`src/sv/min_max_decimator_core_assert.svh`:
```
// assertion macros for the min/max decimator
// used by min_max_decimator_core, no other dependencies
`ifndef MIN_MAX_DECIMATOR_CORE_ASSERT_SVH
`define MIN_MAX_DECIMATOR_CORE_ASSERT_SVH

`ifndef SYNTHESIS

// clocked check, masked while reset is high
`define MMD_ASSERT(label, clk, rst, prop, msg) \
   label: assert property (@(posedge clk) disable iff (rst) prop) else $error(msg);

// clocked check that also holds during reset
`define MMD_ASSERT_ALWAYS(label, clk, prop, msg) \
   label: assert property (@(posedge clk) prop) else $error(msg);

`else

`define MMD_ASSERT(label, clk, rst, prop, msg)
`define MMD_ASSERT_ALWAYS(label, clk, prop, msg)

`endif

`endif

```
`src/sv/mmd_pkg.sv`:
```
// shared types and constants for the min/max decimator
// no dependencies
`timescale 1ns / 1ps
`default_nettype none

package mmd_pkg;

   // size limits of one trace
   localparam int MAX_SAMPLES = 65536;
   localparam int MAX_COLUMNS = 4096;

   // field widths
   localparam int SAMPLE_W   = 16;
   localparam int SCOUNT_W   = 17;
   localparam int CCOUNT_W   = 13;
   localparam int COLUMN_W   = 12;
   localparam int YPOS_W     = 16;
   localparam int YCFG_W     = 24;
   localparam int PROD_W     = 29;
   localparam int MUL_W      = SAMPLE_W + YCFG_W;
   localparam int RSP_DATA_W = 32;

   // register indexes of the configuration port
   localparam logic [1:0] REG_SAMPLE_COUNT = 2'd0;
   localparam logic [1:0] REG_COLUMN_COUNT = 2'd1;
   localparam logic [1:0] REG_Y_BASE       = 2'd2;
   localparam logic [1:0] REG_Y_GAIN       = 2'd3;

   // reset values of the size registers
   localparam logic [SCOUNT_W-1:0] SAMPLE_COUNT_RST = 17'd65536;
   localparam logic [CCOUNT_W-1:0] COLUMN_COUNT_RST = 13'd256;

   // one closed column: both points in output order
   typedef struct packed {
      logic [COLUMN_W-1:0] column;
      logic [SAMPLE_W-1:0] first_value;
      logic [SAMPLE_W-1:0] second_value;
      logic                last;
   } pair_type;

endpackage

`default_nettype wire

```
`src/sv/min_max_decimator_core.sv`:
```
// Min/max decimator for a waveform thumbnail.
// Input stream req_*: one unsigned 16-bit trace sample per item.
// Output stream rsp_*: two points per pixel column, min and max in order of
// occurrence (max first when both sit on the same sample); tuser marks the
// second point of a pair, tlast the final point of the whole trace.
// Config port csr_*: sample_count, column_count, y_base, y_gain; writing a
// size register restarts the trace and holds req_tready low for one cycle.
// Path: after a column's last sample is taken, its points pass from the pair
// register through the multiply register to the output register, first point first.
// Throughput: one sample per cycle while columns span two or more samples and no
// stall comes from rsp_tready; with one sample per column, a sample waits for the
// last pair to leave, as the single output register drains one point per cycle.
// Reset: sizes return to 65536 samples and 256 columns, y mapping to zero,
// and the trace restarts at sample 0.
// Stall: a held rsp_tready fills the output, multiply and pair registers;
// samples that do not close a column are still taken, a closing one waits.
// depends on mmd_pkg, mmd_tracker, mmd_mapper, min_max_decimator_core_assert.svh
`timescale 1ns / 1ps
`default_nettype none

`include "min_max_decimator_core_assert.svh"

module min_max_decimator_core (
   input  wire logic                             clock,
   input  wire logic                             reset,
   // sample [15:0]
   input  wire logic                             req_tvalid,
   output logic                                  req_tready,
   input  wire logic [mmd_pkg::SAMPLE_W-1:0]    req_tdata,
   // column [11:0], y_pos [27:12], zero [31:28]
   output logic                                  rsp_tvalid,
   input  wire logic                             rsp_tready,
   output logic [mmd_pkg::RSP_DATA_W-1:0]       rsp_tdata,
   // pair_last [0]
   output logic                                  rsp_tuser,
   // frame_last
   output logic                                  rsp_tlast,
   input  wire logic                             csr_we,
   input  wire logic [1:0]                       csr_addr,
   input  wire logic [mmd_pkg::YCFG_W-1:0]      csr_wdata
);

   logic [mmd_pkg::SCOUNT_W-1:0] sample_count_ff;
   logic [mmd_pkg::CCOUNT_W-1:0] column_count_ff;
   logic [mmd_pkg::YCFG_W-1:0]   y_base_ff;
   logic [mmd_pkg::YCFG_W-1:0]   y_gain_ff;
   logic                         restart_ff;

   logic                         pair_valid;
   logic                         pair_ready;
   mmd_pkg::pair_type            pair;
   logic [mmd_pkg::COLUMN_W-1:0] out_column;
   logic [mmd_pkg::YPOS_W-1:0]   out_y_pos;

   // configuration registers, size writes restart the trace
   always_ff @(posedge clock) begin
      if (reset) begin
         sample_count_ff <= mmd_pkg::SAMPLE_COUNT_RST;
         column_count_ff <= mmd_pkg::COLUMN_COUNT_RST;
         y_base_ff       <= '0;
         y_gain_ff       <= '0;
         restart_ff      <= 1'b0;
      end else begin
         restart_ff <= 1'b0;
         if (csr_we) begin
            unique case (csr_addr)
               mmd_pkg::REG_SAMPLE_COUNT: begin
                  sample_count_ff <= csr_wdata[mmd_pkg::SCOUNT_W-1:0];
                  restart_ff      <= 1'b1;
               end
               mmd_pkg::REG_COLUMN_COUNT: begin
                  column_count_ff <= csr_wdata[mmd_pkg::CCOUNT_W-1:0];
                  restart_ff      <= 1'b1;
               end
               mmd_pkg::REG_Y_BASE: begin
                  y_base_ff <= csr_wdata;
               end
               mmd_pkg::REG_Y_GAIN: begin
                  y_gain_ff <= csr_wdata;
               end
               default: begin
                  restart_ff <= 1'b0;
               end
            endcase
         end
      end
   end

   // column tracking
   mmd_tracker u_tracker (
      .clock        (clock),
      .reset        (reset),
      .sample_count (sample_count_ff),
      .column_count (column_count_ff),
      .restart      (restart_ff),
      .in_valid     (req_tvalid),
      .in_ready     (req_tready),
      .in_sample    (req_tdata),
      .pair_valid   (pair_valid),
      .pair_ready   (pair_ready),
      .pair         (pair)
   );

   // point serializer and y mapping
   mmd_mapper u_mapper (
      .clock          (clock),
      .reset          (reset),
      .y_base         (y_base_ff),
      .y_gain         (y_gain_ff),
      .pair_valid     (pair_valid),
      .pair_ready     (pair_ready),
      .pair           (pair),
      .out_valid      (rsp_tvalid),
      .out_ready      (rsp_tready),
      .out_column     (out_column),
      .out_y_pos      (out_y_pos),
      .out_pair_last  (rsp_tuser),
      .out_frame_last (rsp_tlast)
   );

   assign rsp_tdata = {4'h0, out_y_pos, out_column};

   // checks
   `MMD_ASSERT(a_pair_has_room, clock, reset, pair_valid |-> pair_ready, "pair handed over without room")
   `MMD_ASSERT(a_frame_end_is_second, clock, reset, (rsp_tvalid && rsp_tlast) |-> rsp_tuser, "trace end on first point of a pair")
   `MMD_ASSERT(a_second_follows, clock, reset, (rsp_tvalid && rsp_tready && !rsp_tuser) |=> (rsp_tvalid && rsp_tuser && (rsp_tdata[11:0] == $past(rsp_tdata[11:0]))), "second point of a pair not ready next cycle")

endmodule

`default_nettype wire

```
`src/sv/mmd_tracker.sv`:
```
// column boundary tracking and running min/max per column
// depends on mmd_pkg
`timescale 1ns / 1ps
`default_nettype none

module mmd_tracker (
   input  wire logic                           clock,
   input  wire logic                           reset,
   input  wire logic [mmd_pkg::SCOUNT_W-1:0]  sample_count,
   input  wire logic [mmd_pkg::CCOUNT_W-1:0]  column_count,
   input  wire logic                           restart,
   input  wire logic                           in_valid,
   output logic                                in_ready,
   input  wire logic [mmd_pkg::SAMPLE_W-1:0]  in_sample,
   output logic                                pair_valid,
   input  wire logic                           pair_ready,
   output mmd_pkg::pair_type                   pair
);

   logic [mmd_pkg::SCOUNT_W-1:0] n_eff;
   logic [mmd_pkg::CCOUNT_W-1:0] w_lim;
   logic [mmd_pkg::CCOUNT_W-1:0] w_eff;

   logic [mmd_pkg::SCOUNT_W-1:0] sidx_ff, sidx_in;
   logic [mmd_pkg::COLUMN_W-1:0] col_ff, col_in;
   logic [mmd_pkg::PROD_W-1:0]   sp_ff, sp_in;
   logic [mmd_pkg::PROD_W-1:0]   cp_ff, cp_in;
   logic [mmd_pkg::SAMPLE_W-1:0] maxv_ff, maxv_in;
   logic [mmd_pkg::SAMPLE_W-1:0] minv_ff, minv_in;
   logic [mmd_pkg::SCOUNT_W-1:0] maxp_ff, maxp_in;
   logic [mmd_pkg::SCOUNT_W-1:0] minp_ff, minp_in;

   logic accept;
   logic close_now;
   logic first_now;
   logic last_col;

   // effective trace sizes, every column gets at least one sample
   always_comb begin
      if (sample_count == '0) begin
         n_eff = mmd_pkg::SCOUNT_W'(1);
      end else if (sample_count > mmd_pkg::SCOUNT_W'(mmd_pkg::MAX_SAMPLES)) begin
         n_eff = mmd_pkg::SCOUNT_W'(mmd_pkg::MAX_SAMPLES);
      end else begin
         n_eff = sample_count;
      end
      if (column_count == '0) begin
         w_lim = mmd_pkg::CCOUNT_W'(1);
      end else if (column_count > mmd_pkg::CCOUNT_W'(mmd_pkg::MAX_COLUMNS)) begin
         w_lim = mmd_pkg::CCOUNT_W'(mmd_pkg::MAX_COLUMNS);
      end else begin
         w_lim = column_count;
      end
      if (mmd_pkg::SCOUNT_W'(w_lim) > n_eff) begin
         w_eff = n_eff[mmd_pkg::CCOUNT_W-1:0];
      end else begin
         w_eff = w_lim;
      end
   end

   // handshake: a closing item needs room for its pair
   assign close_now  = sp_ff >= cp_ff;
   assign first_now  = (sp_ff - mmd_pkg::PROD_W'(w_eff)) >= (cp_ff - mmd_pkg::PROD_W'(n_eff));
   assign last_col   = (mmd_pkg::CCOUNT_W'(col_ff) + mmd_pkg::CCOUNT_W'(1)) >= w_eff;
   assign in_ready   = !restart && (!close_now || pair_ready);
   assign accept     = in_valid && in_ready;
   assign pair_valid = accept && close_now;

   // running min/max including the current item
   always_comb begin
      maxv_in = maxv_ff;
      minv_in = minv_ff;
      maxp_in = maxp_ff;
      minp_in = minp_ff;
      priority if (first_now) begin
         maxv_in = in_sample;
         minv_in = in_sample;
         maxp_in = sidx_ff;
         minp_in = sidx_ff;
      end else if (in_sample > maxv_ff) begin
         maxv_in = in_sample;
         maxp_in = sidx_ff;
      end else if (in_sample < minv_ff) begin
         minv_in = in_sample;
         minp_in = sidx_ff;
      end
   end

   // pair in order of occurrence, max first on a tie
   always_comb begin
      pair.column = col_ff;
      pair.last   = last_col;
      if (minp_in < maxp_in) begin
         pair.first_value  = minv_in;
         pair.second_value = maxv_in;
      end else begin
         pair.first_value  = maxv_in;
         pair.second_value = minv_in;
      end
   end

   // position and boundary bookkeeping
   always_comb begin
      sidx_in = sidx_ff;
      col_in  = col_ff;
      sp_in   = sp_ff;
      cp_in   = cp_ff;
      if (restart || (accept && close_now && last_col)) begin
         sidx_in = '0;
         col_in  = '0;
         sp_in   = mmd_pkg::PROD_W'(w_eff);
         cp_in   = mmd_pkg::PROD_W'(n_eff);
      end else if (accept) begin
         sidx_in = sidx_ff + mmd_pkg::SCOUNT_W'(1);
         sp_in   = sp_ff + mmd_pkg::PROD_W'(w_eff);
         if (close_now) begin
            col_in = col_ff + mmd_pkg::COLUMN_W'(1);
            cp_in  = cp_ff + mmd_pkg::PROD_W'(n_eff);
         end
      end
   end

   // control state
   always_ff @(posedge clock) begin
      if (reset) begin
         sidx_ff <= '0;
         col_ff  <= '0;
         sp_ff   <= mmd_pkg::PROD_W'(mmd_pkg::COLUMN_COUNT_RST);
         cp_ff   <= mmd_pkg::PROD_W'(mmd_pkg::SAMPLE_COUNT_RST);
      end else begin
         sidx_ff <= sidx_in;
         col_ff  <= col_in;
         sp_ff   <= sp_in;
         cp_ff   <= cp_in;
      end
   end

   // extremes and their positions, only read after a column opens
   always_ff @(posedge clock) begin
      if (accept) begin
         maxv_ff <= maxv_in;
         minv_ff <= minv_in;
         maxp_ff <= maxp_in;
         minp_ff <= minp_in;
      end
   end

endmodule

`default_nettype wire

```
`src/sv/mmd_mapper.sv`:
```
// pair holding register, point serializer and two-stage y mapping
// depends on mmd_pkg
`timescale 1ns / 1ps
`default_nettype none

module mmd_mapper (
   input  wire logic                          clock,
   input  wire logic                          reset,
   input  wire logic [mmd_pkg::YCFG_W-1:0]   y_base,
   input  wire logic [mmd_pkg::YCFG_W-1:0]   y_gain,
   input  wire logic                          pair_valid,
   output logic                               pair_ready,
   input  wire mmd_pkg::pair_type             pair,
   output logic                               out_valid,
   input  wire logic                          out_ready,
   output logic [mmd_pkg::COLUMN_W-1:0]      out_column,
   output logic [mmd_pkg::YPOS_W-1:0]        out_y_pos,
   output logic                               out_pair_last,
   output logic                               out_frame_last
);

   localparam int SUM_W = mmd_pkg::MUL_W + 2;
   localparam int Q_W   = SUM_W - 16;

   mmd_pkg::pair_type pair_ff;
   logic              full_ff;
   logic              half_ff;

   logic                          s1_valid_ff;
   logic [mmd_pkg::MUL_W-1:0]     s1_prod_ff;
   logic [mmd_pkg::COLUMN_W-1:0]  s1_column_ff;
   logic                          s1_pair_last_ff;
   logic                          s1_frame_last_ff;

   logic                          s2_valid_ff;
   logic [mmd_pkg::COLUMN_W-1:0]  s2_column_ff;
   logic [mmd_pkg::YPOS_W-1:0]    s2_y_ff, s2_y_in;
   logic                          s2_pair_last_ff;
   logic                          s2_frame_last_ff;

   logic                          s1_load;
   logic                          s2_load;
   logic [mmd_pkg::SAMPLE_W-1:0]  pick_value;
   logic [mmd_pkg::MUL_W-1:0]     prod_in;
   logic [SUM_W-1:0]              sum;
   logic [Q_W-1:0]                q;

   // flow control from the output register back to the pair register
   assign s2_load    = s1_valid_ff && (!s2_valid_ff || out_ready);
   assign s1_load    = full_ff && (!s1_valid_ff || s2_load);
   assign pair_ready = !full_ff || (half_ff && s1_load);

   // pick the point and scale it
   assign pick_value = half_ff ? pair_ff.second_value : pair_ff.first_value;
   assign prod_in    = mmd_pkg::MUL_W'(pick_value) * mmd_pkg::MUL_W'(y_gain);

   // offset, floor shift and saturation
   always_comb begin
      sum = {{(SUM_W - mmd_pkg::YCFG_W - 8){y_base[mmd_pkg::YCFG_W-1]}}, y_base, 8'h00}
            + {2'b00, s1_prod_ff};
      q   = sum[SUM_W-1:16];
      if (!q[Q_W-1] && (|q[Q_W-2:mmd_pkg::YPOS_W-1])) begin
         s2_y_in = {1'b0, {(mmd_pkg::YPOS_W-1){1'b1}}};
      end else if (q[Q_W-1] && !(&q[Q_W-2:mmd_pkg::YPOS_W-1])) begin
         s2_y_in = {1'b1, {(mmd_pkg::YPOS_W-1){1'b0}}};
      end else begin
         s2_y_in = q[mmd_pkg::YPOS_W-1:0];
      end
   end

   // pair register and serializer control
   always_ff @(posedge clock) begin
      if (reset) begin
         full_ff     <= 1'b0;
         half_ff     <= 1'b0;
         s1_valid_ff <= 1'b0;
         s2_valid_ff <= 1'b0;
      end else begin
         if (s1_load) begin
            half_ff <= !half_ff;
            if (half_ff) begin
               full_ff <= 1'b0;
            end
         end
         if (pair_valid) begin
            full_ff <= 1'b1;
            half_ff <= 1'b0;
         end
         if (s1_load) begin
            s1_valid_ff <= 1'b1;
         end else if (s2_load) begin
            s1_valid_ff <= 1'b0;
         end
         if (s2_load) begin
            s2_valid_ff <= 1'b1;
         end else if (out_ready) begin
            s2_valid_ff <= 1'b0;
         end
      end
   end

   // payload registers
   always_ff @(posedge clock) begin
      if (pair_valid) begin
         pair_ff <= pair;
      end
      if (s1_load) begin
         s1_prod_ff       <= prod_in;
         s1_column_ff     <= pair_ff.column;
         s1_pair_last_ff  <= half_ff;
         s1_frame_last_ff <= half_ff && pair_ff.last;
      end
      if (s2_load) begin
         s2_column_ff     <= s1_column_ff;
         s2_y_ff          <= s2_y_in;
         s2_pair_last_ff  <= s1_pair_last_ff;
         s2_frame_last_ff <= s1_frame_last_ff;
      end
   end

   assign out_valid      = s2_valid_ff;
   assign out_column     = s2_column_ff;
   assign out_y_pos      = s2_y_ff;
   assign out_pair_last  = s2_pair_last_ff;
   assign out_frame_last = s2_frame_last_ff;

endmodule

`default_nettype wire

```
`config.mk`:
```
export PLATFORM = sky130hd
export DESIGN_NAME = min_max_decimator_core
export DESIGN_NICKNAME = d
export VERILOG_FILES = /design/src/sv/mmd_pkg.sv /design/src/sv/min_max_decimator_core.sv /design/src/sv/mmd_tracker.sv /design/src/sv/mmd_mapper.sv
export VERILOG_INCLUDE_DIRS = /design/src /design/src/sv
export SDC_FILE = /design/constraint.sdc
export NUM_CORES = 2
export LEC_CHECK = 0
export BUFFER_PORTS_ARGS = -buffer_cell sky130_fd_sc_hd__buf_2
export CORE_MARGIN = 2
export CORE_UTILIZATION = 50
export DETAILED_ROUTE_END_ITERATION = 8
export GPL_TIMING_DRIVEN = 0
export PLACE_DENSITY = 0.66
export SYNTH_ARGS = -nofsm -noshare
export SYNTH_HDL_FRONTEND = slang
export SYNTH_SLANG_ARGS = --single-unit
```
`constraint.sdc`:
```
create_clock -name clock -period 17.01 [get_ports clock]
set_clock_uncertainty 0.05 [all_clocks]
set_input_delay 0 -clock clock [delete_from_list [all_inputs] [get_ports clock]]
set_output_delay 0 -clock clock [all_outputs]
set_load 0.02 [all_outputs]
```
Yosys cells after proc, flatten, opt, wreduce, memory -nomap -nowiden
Cells that the tools add are included.
{ "totals": {"latchBits": 0, "ff_bits": 365, "mem_bits_ro": 0, "out_inout_bits": 36, "in_bits": 47, "ramBits": 0, "mem_count": 0} }
{ "op_classes": {"mul": 1, "n_eq_ne": 3, "add_sub_neg": 8, "div_mod_pow": 0, "n_reduce_logical": 45, "bitwise_logic": 1, "mux": 31, "shift": 0, "magnitude_cmp": 9} }
{ "ops": {"columns": ["cell", "count"], "rows": [
  ["17-bit 2-to-1 mux", 10],
  ["16-bit 2-to-1 mux", 7],
  ["13-bit 2-to-1 mux", 5],
  ["29-bit greater-or-equal comparator", 2],
  ["32-bit by 41-bit adder with 42-bit output", 1],
  ["16-bit by 24-bit multiplier with 40-bit output", 1],
  ["32-bit 2-to-1 mux", 1],
  ["29-bit by 13-bit adder with 29-bit output", 1],
  ["29-bit by 17-bit adder with 29-bit output", 1],
  ["29-bit by 13-bit subtractor with 29-bit output", 1],
  ["29-bit by 17-bit subtractor with 29-bit output", 1],
  ["17-bit by 1-bit adder with 17-bit output (second input constant)", 1],
  ["13-bit by 17-bit greater-than comparator with 1-bit output", 1],
  ["17-bit greater-than comparator (second input constant)", 1],
  ["17-bit zero test", 1],
  ["17-bit < comparator", 1],
  ["16-bit greater-than comparator", 1],
  ["16-bit < comparator", 1],
  ["2-bit AND reduction", 7],
  ["12-bit by 1-bit adder with 13-bit output (second input constant)", 1],
  ["13-bit greater-or-equal comparator", 1],
  ["13-bit greater-than comparator (second input constant)", 1],
  ["13-bit zero test", 1],
  ["12-bit by 1-bit adder with 12-bit output (second input constant)", 1],
  ["12 further kinds", 48]
]} }

Logic depth before layout (Yosys ltp)
{ "depth": {"depth_word": 15, "mapped_depth": 54, "depth_no_buf": 51} }

Modules after synthesis
A second synthesis with hierarchy kept.
{ "hier_totals": {"hier_cells": 3699, "hier_area_um2": 34689.5} }
{ "modules_own_cells": {"columns": ["mod", "cells_each", "seq_area_each_um2", "area_per_inst_um2", "n_inst"], "rows": [
  ["mmd_mapper", 1757, 3713.6, 17510.5, 1],
  ["mmd_tracker", 1647, 3723.6, 13948.4, 1],
  ["min_max_decimator_core", 295, 1581.5, 3230.6, 1]
]} }

Least setup slack after synthesis
Ideal clock, no wire load.
{ "synth_timing": {"path_type": "register to register", "start": "register sample_count_ff[3] in the netlist's numbering", "end": "register u_mapper.pair_ff[10] in the netlist's numbering, data pin", "arrival_time_ns": 9.916, "path_stages_with_launch": 54, "period_less_slack_ns": 10.232, "slack_ns": 6.778, "required_ns": 16.693, "n_path_buf": 4, "cell_sequence": "dfxtp_1 -> or4_1 -> nor3_1 -> nand4_1 -> nand2_1 -> and2_1 -> inv_1 -> ha_1 -> a21o_1 -> a21oi_1 -> o21ai_0 -> a21oi_1 -> nor2_1 -> a211oi_1 -> o21ai_0 -> nand4_1 -> buf_1 -> mux2i_1 -> (+18 left out) -> o31a_1 -> o21ai_0 -> a311o_1 -> a22oi_1 -> buf_2 -> buf_2 -> mux2_2 -> ha_1 -> a21o_1 -> a21o_1 -> a21oi_1 -> nor2_1 -> a211oi_1 -> nor2_1 -> a2111oi_0 -> o21ai_1 -> buf_2 -> mux2i_1"} }
{ "synth_lines": {"columns": ["element", "line_no", "rtl"], "rows": [
  ["from (decl)", "min_max_decimator_core.sv:43", "logic [mmd_pkg::SCOUNT_W-1:0] sample_count_ff;"],
  ["from (signal assigned)", "min_max_decimator_core.sv:58", "sample_count_ff <= mmd_pkg::SAMPLE_COUNT_RST;"],
  ["from (signal assigned)", "min_max_decimator_core.sv:68", "sample_count_ff <= csr_wdata[mmd_pkg::SCOUNT_W-1:0];"],
  ["to (signal assigned)", "mmd_mapper.sv:105", "pair_ff <= pair;"],
  ["to (decl)", "mmd_mapper.sv:25", "mmd_pkg::pair_type pair_ff;"]
]} }

==> impl_results.md <==
* Critical path class: flop to flop
* RSZ-0062 raised after global routing: false
* Final setup viols at 0
* Synth area leaders: fa_1 (18%), edfxtp_1 (16%), ha_1 (12%), dfxtp_1 (10%), nand2_1 (5.9%)
* Status: completed
* Slew @ Worst Pin at 1.08 ns
* Placed insts at 4652
* Peak VDD IR at 0.153 mV
* TritonCTS clock tree: yes
* Ys async rst share at 0%
* Post-synth top area share at 18.2%
* Final Instance Count excl. Fillers at 4777
* Critical Path Start Type: flop
* CP max stage cell: o31ai_1
* Reg area at 9020 um^2
* Commonest non-fill, non-tap cell in the layout: nand2_1
* Starting Density at 50.6%
* Max Clock Freq at 75.4 MHz
* Syn Inst Count at 3693
* Data arrival time of the critical path at 13.54 ns
* Synth Register Bits at 357
* Seq/Total Area, Yosys at 26.5%
* Chip width at 265 um
* Inserted Clock Buffers at 41
* Layout Nets at 4561
* Final wirelength at 92200 um
* CP max stage delay at 0.81 ns
* Final Critical Period at 13.26 ns
* Post-CTS Setup Repair Bufs at 0
* Cell mode on critical path: a21oi_1
* Drt initial violations at 1797
* FF-to-FF path depth at 53
* Share of cells above drive strength 1 at 6.89%
* HP Class: primary input to flop
* Row Count at 95
* Ys flop type: edfxtp_1
* Placed Area at 35700 um^2
* Synth area leader: fa_1
* Final worst slack at 3.75 ns
* Worst slack at placement at 3.71 ns
* GPL Wtd Cong at 0.932
* Setup_tns at 0 ns
* Syn Std Cell Area at 34100 um^2
* Power Dens Cells at 104 nW/um^2
* Routed len/inst at 19.3 um
* Avg Cell Area, Syn at 9.22 um^2
* Antenna violations before repair at 3
* Port bufs at 78
* DP HPWL at 73200 um
* Area growth syn-to-layout at 10.4%
* Req. time, crit path at 17.29 ns
* Most frequent cells in the layout: nand2_1 (531), inv_1 (516), ha_1 (335)
* Leak Pwr at 16.8 nW
* DRT antenna net count at 0
* H-Tree Depth at 2
* Root Driver: clkbuf_16
* Slew Limit Fails at 0
* First-pass DRT Iterations at 5
* Yosys Warn Count at 0
* GRT Util Overall at 26.7%
* CP Capture Type: flop
* Via count at 26549
* First-pass GRT wire length at 147000 um
* CTS max path bufs at 3
* Number of fill cells at 6064
* Vias per std cell at 5.56
* Die ar. at 70200 um^2
* MaxCap Viol Count at 0
* Worst-Skew Late Latency at 0.60 ns
* Vias in the first global route at 26460
* Largest net degree at the start of global routing at 71
* CP Max Fanout at 10
* Gr ovfl total at 0
* Slew HR at 26.0%
* Fin area at 37600 um^2
* Footprint of the multi-input gates at 22500 um^2
* Die height at 265 um
* Core ar. at 67300 um^2
* Final core area utilization at 55.9%
* Clk slew on worst S/H paths at 0.06 ns
* Tcrit/Tclk final at 77.9%
* # DRC at 0
* EDFF count, synth at 187
* Count of cell types in the netlist at 95
* Fin. Hold Viols at 0
* Io pins at 83
* Hold path cells at 4
* CTS Sinks at 357
==> repair_timing <==
action,4_1_cts,5_1_grt
resized for setup,0,0
hold buffers,48,0
hold endpoints to repair,158,0
==> stage by stage <==
step                      hold slack, ns  power, mW
after CTS                          0.183       3.94
after global placement             0.219       2.93
after floorplan                   0.0725       2.51
after detailed placement           0.230       2.97
final                              0.199       3.91
after global routing               0.199       4.18
==> state kept, by name, indices dropped and copies added, names as in the netlist, 24 cells and up <==
name                 count
u_tracker.sp_ff         29
u_tracker.cp_ff         29
y_gain_ff               24
u_mapper.s1_prod_ff     32
u_mapper.pair_ff        45
y_base_ff               24
==> logic make-up (layout without fill, tap and decap cells) <==
group / after synthesis / count (layout) / share of synthesized area, %
AO/OA/AOI/OAI: 625 / 625 / 12.0
XOR/XNOR: 142 / 142 / 3.67
adder cells (fa/ha/maj): 644 / 644 / 30.5
buffers and inverters: 671 / 878 / 7.53
flip-flops: 357 / 357 / 26.5
multiplexers: 138 / 138 / 4.21
other: 1 / 5 / 0.0110
AND/OR/NAND/NOR: 1115 / 1115 / 15.6
==> layout make-up <==
cell class,count,share of cell area (%)
Clock buffer,48,2.88
Antenna cell,1,0.00666
Timing Repair Buffer,131,2.58
Tap cell,873,2.91
Buffer,153,1.66
Clock inverter,28,0.972
Inverter,518,5.17
Multi-Input combinational cell,2668,59.8
Sequential cell,357,24.0
==> Yosys cell counts (74+ instances only) <==
library cell and instances:
nand2_1 531, inv_1 517, ha_1 335, fa_1 309, a21oi_1 253, edfxtp_1 187, dfxtp_1 170, clkbuf_1 125
nor2_1 124, nor2b_1 101, xnor2_1 97, mux2i_1 96, a21o_1 74
==> power by group <==
group	switching, mW	total, mW	internal (mW)
Clock	0.399	0.946	0.547
Combinational	1.05	1.80	0.750
Sequential	0.0520	1.17	1.12
==> path summary, 6_finish.rpt <==
path                                      start                               end  slack, ns
min                               csr_wdata[18]        y_gain_ff[18]$_SDFFE_PP0P_       0.20
max             sample_count_ff[3]$_SDFFE_PP0P_    u_mapper.pair_ff[12]$_DFFE_PP_       3.75
min reg2reg  u_mapper.s1_pair_last_ff$_DFFE_PP_  u_mapper.out_pair_last$_DFFE_PP_       0.37
max reg2reg     sample_count_ff[3]$_SDFFE_PP0P_    u_mapper.pair_ff[12]$_DFFE_PP_       3.75
==> critical path: cells and delay by family, from the launching register on <==
kind	cells	cell delay, ns
AOI/OAI and AO/OA	26	5.75
xor gates and xnor gates	1	0.21
adders and majority gates	4	1.20
buffers and inverters	7	1.87
DFF	1	0.33
muxes	3	1.21
and+or+nand+nor	12	2.34
==> routing by layer <==
metal,track usage [%],part of all wire [%],vias to the layer above
met5,0,0.012,-
met1,35.9,44,12961
met3,4.44,6.5,146
li1,-,-,12683
met2,44.2,47,757
met4,7.88,3.0,2
Note: power is estimated with default switching activity, not from simulation.
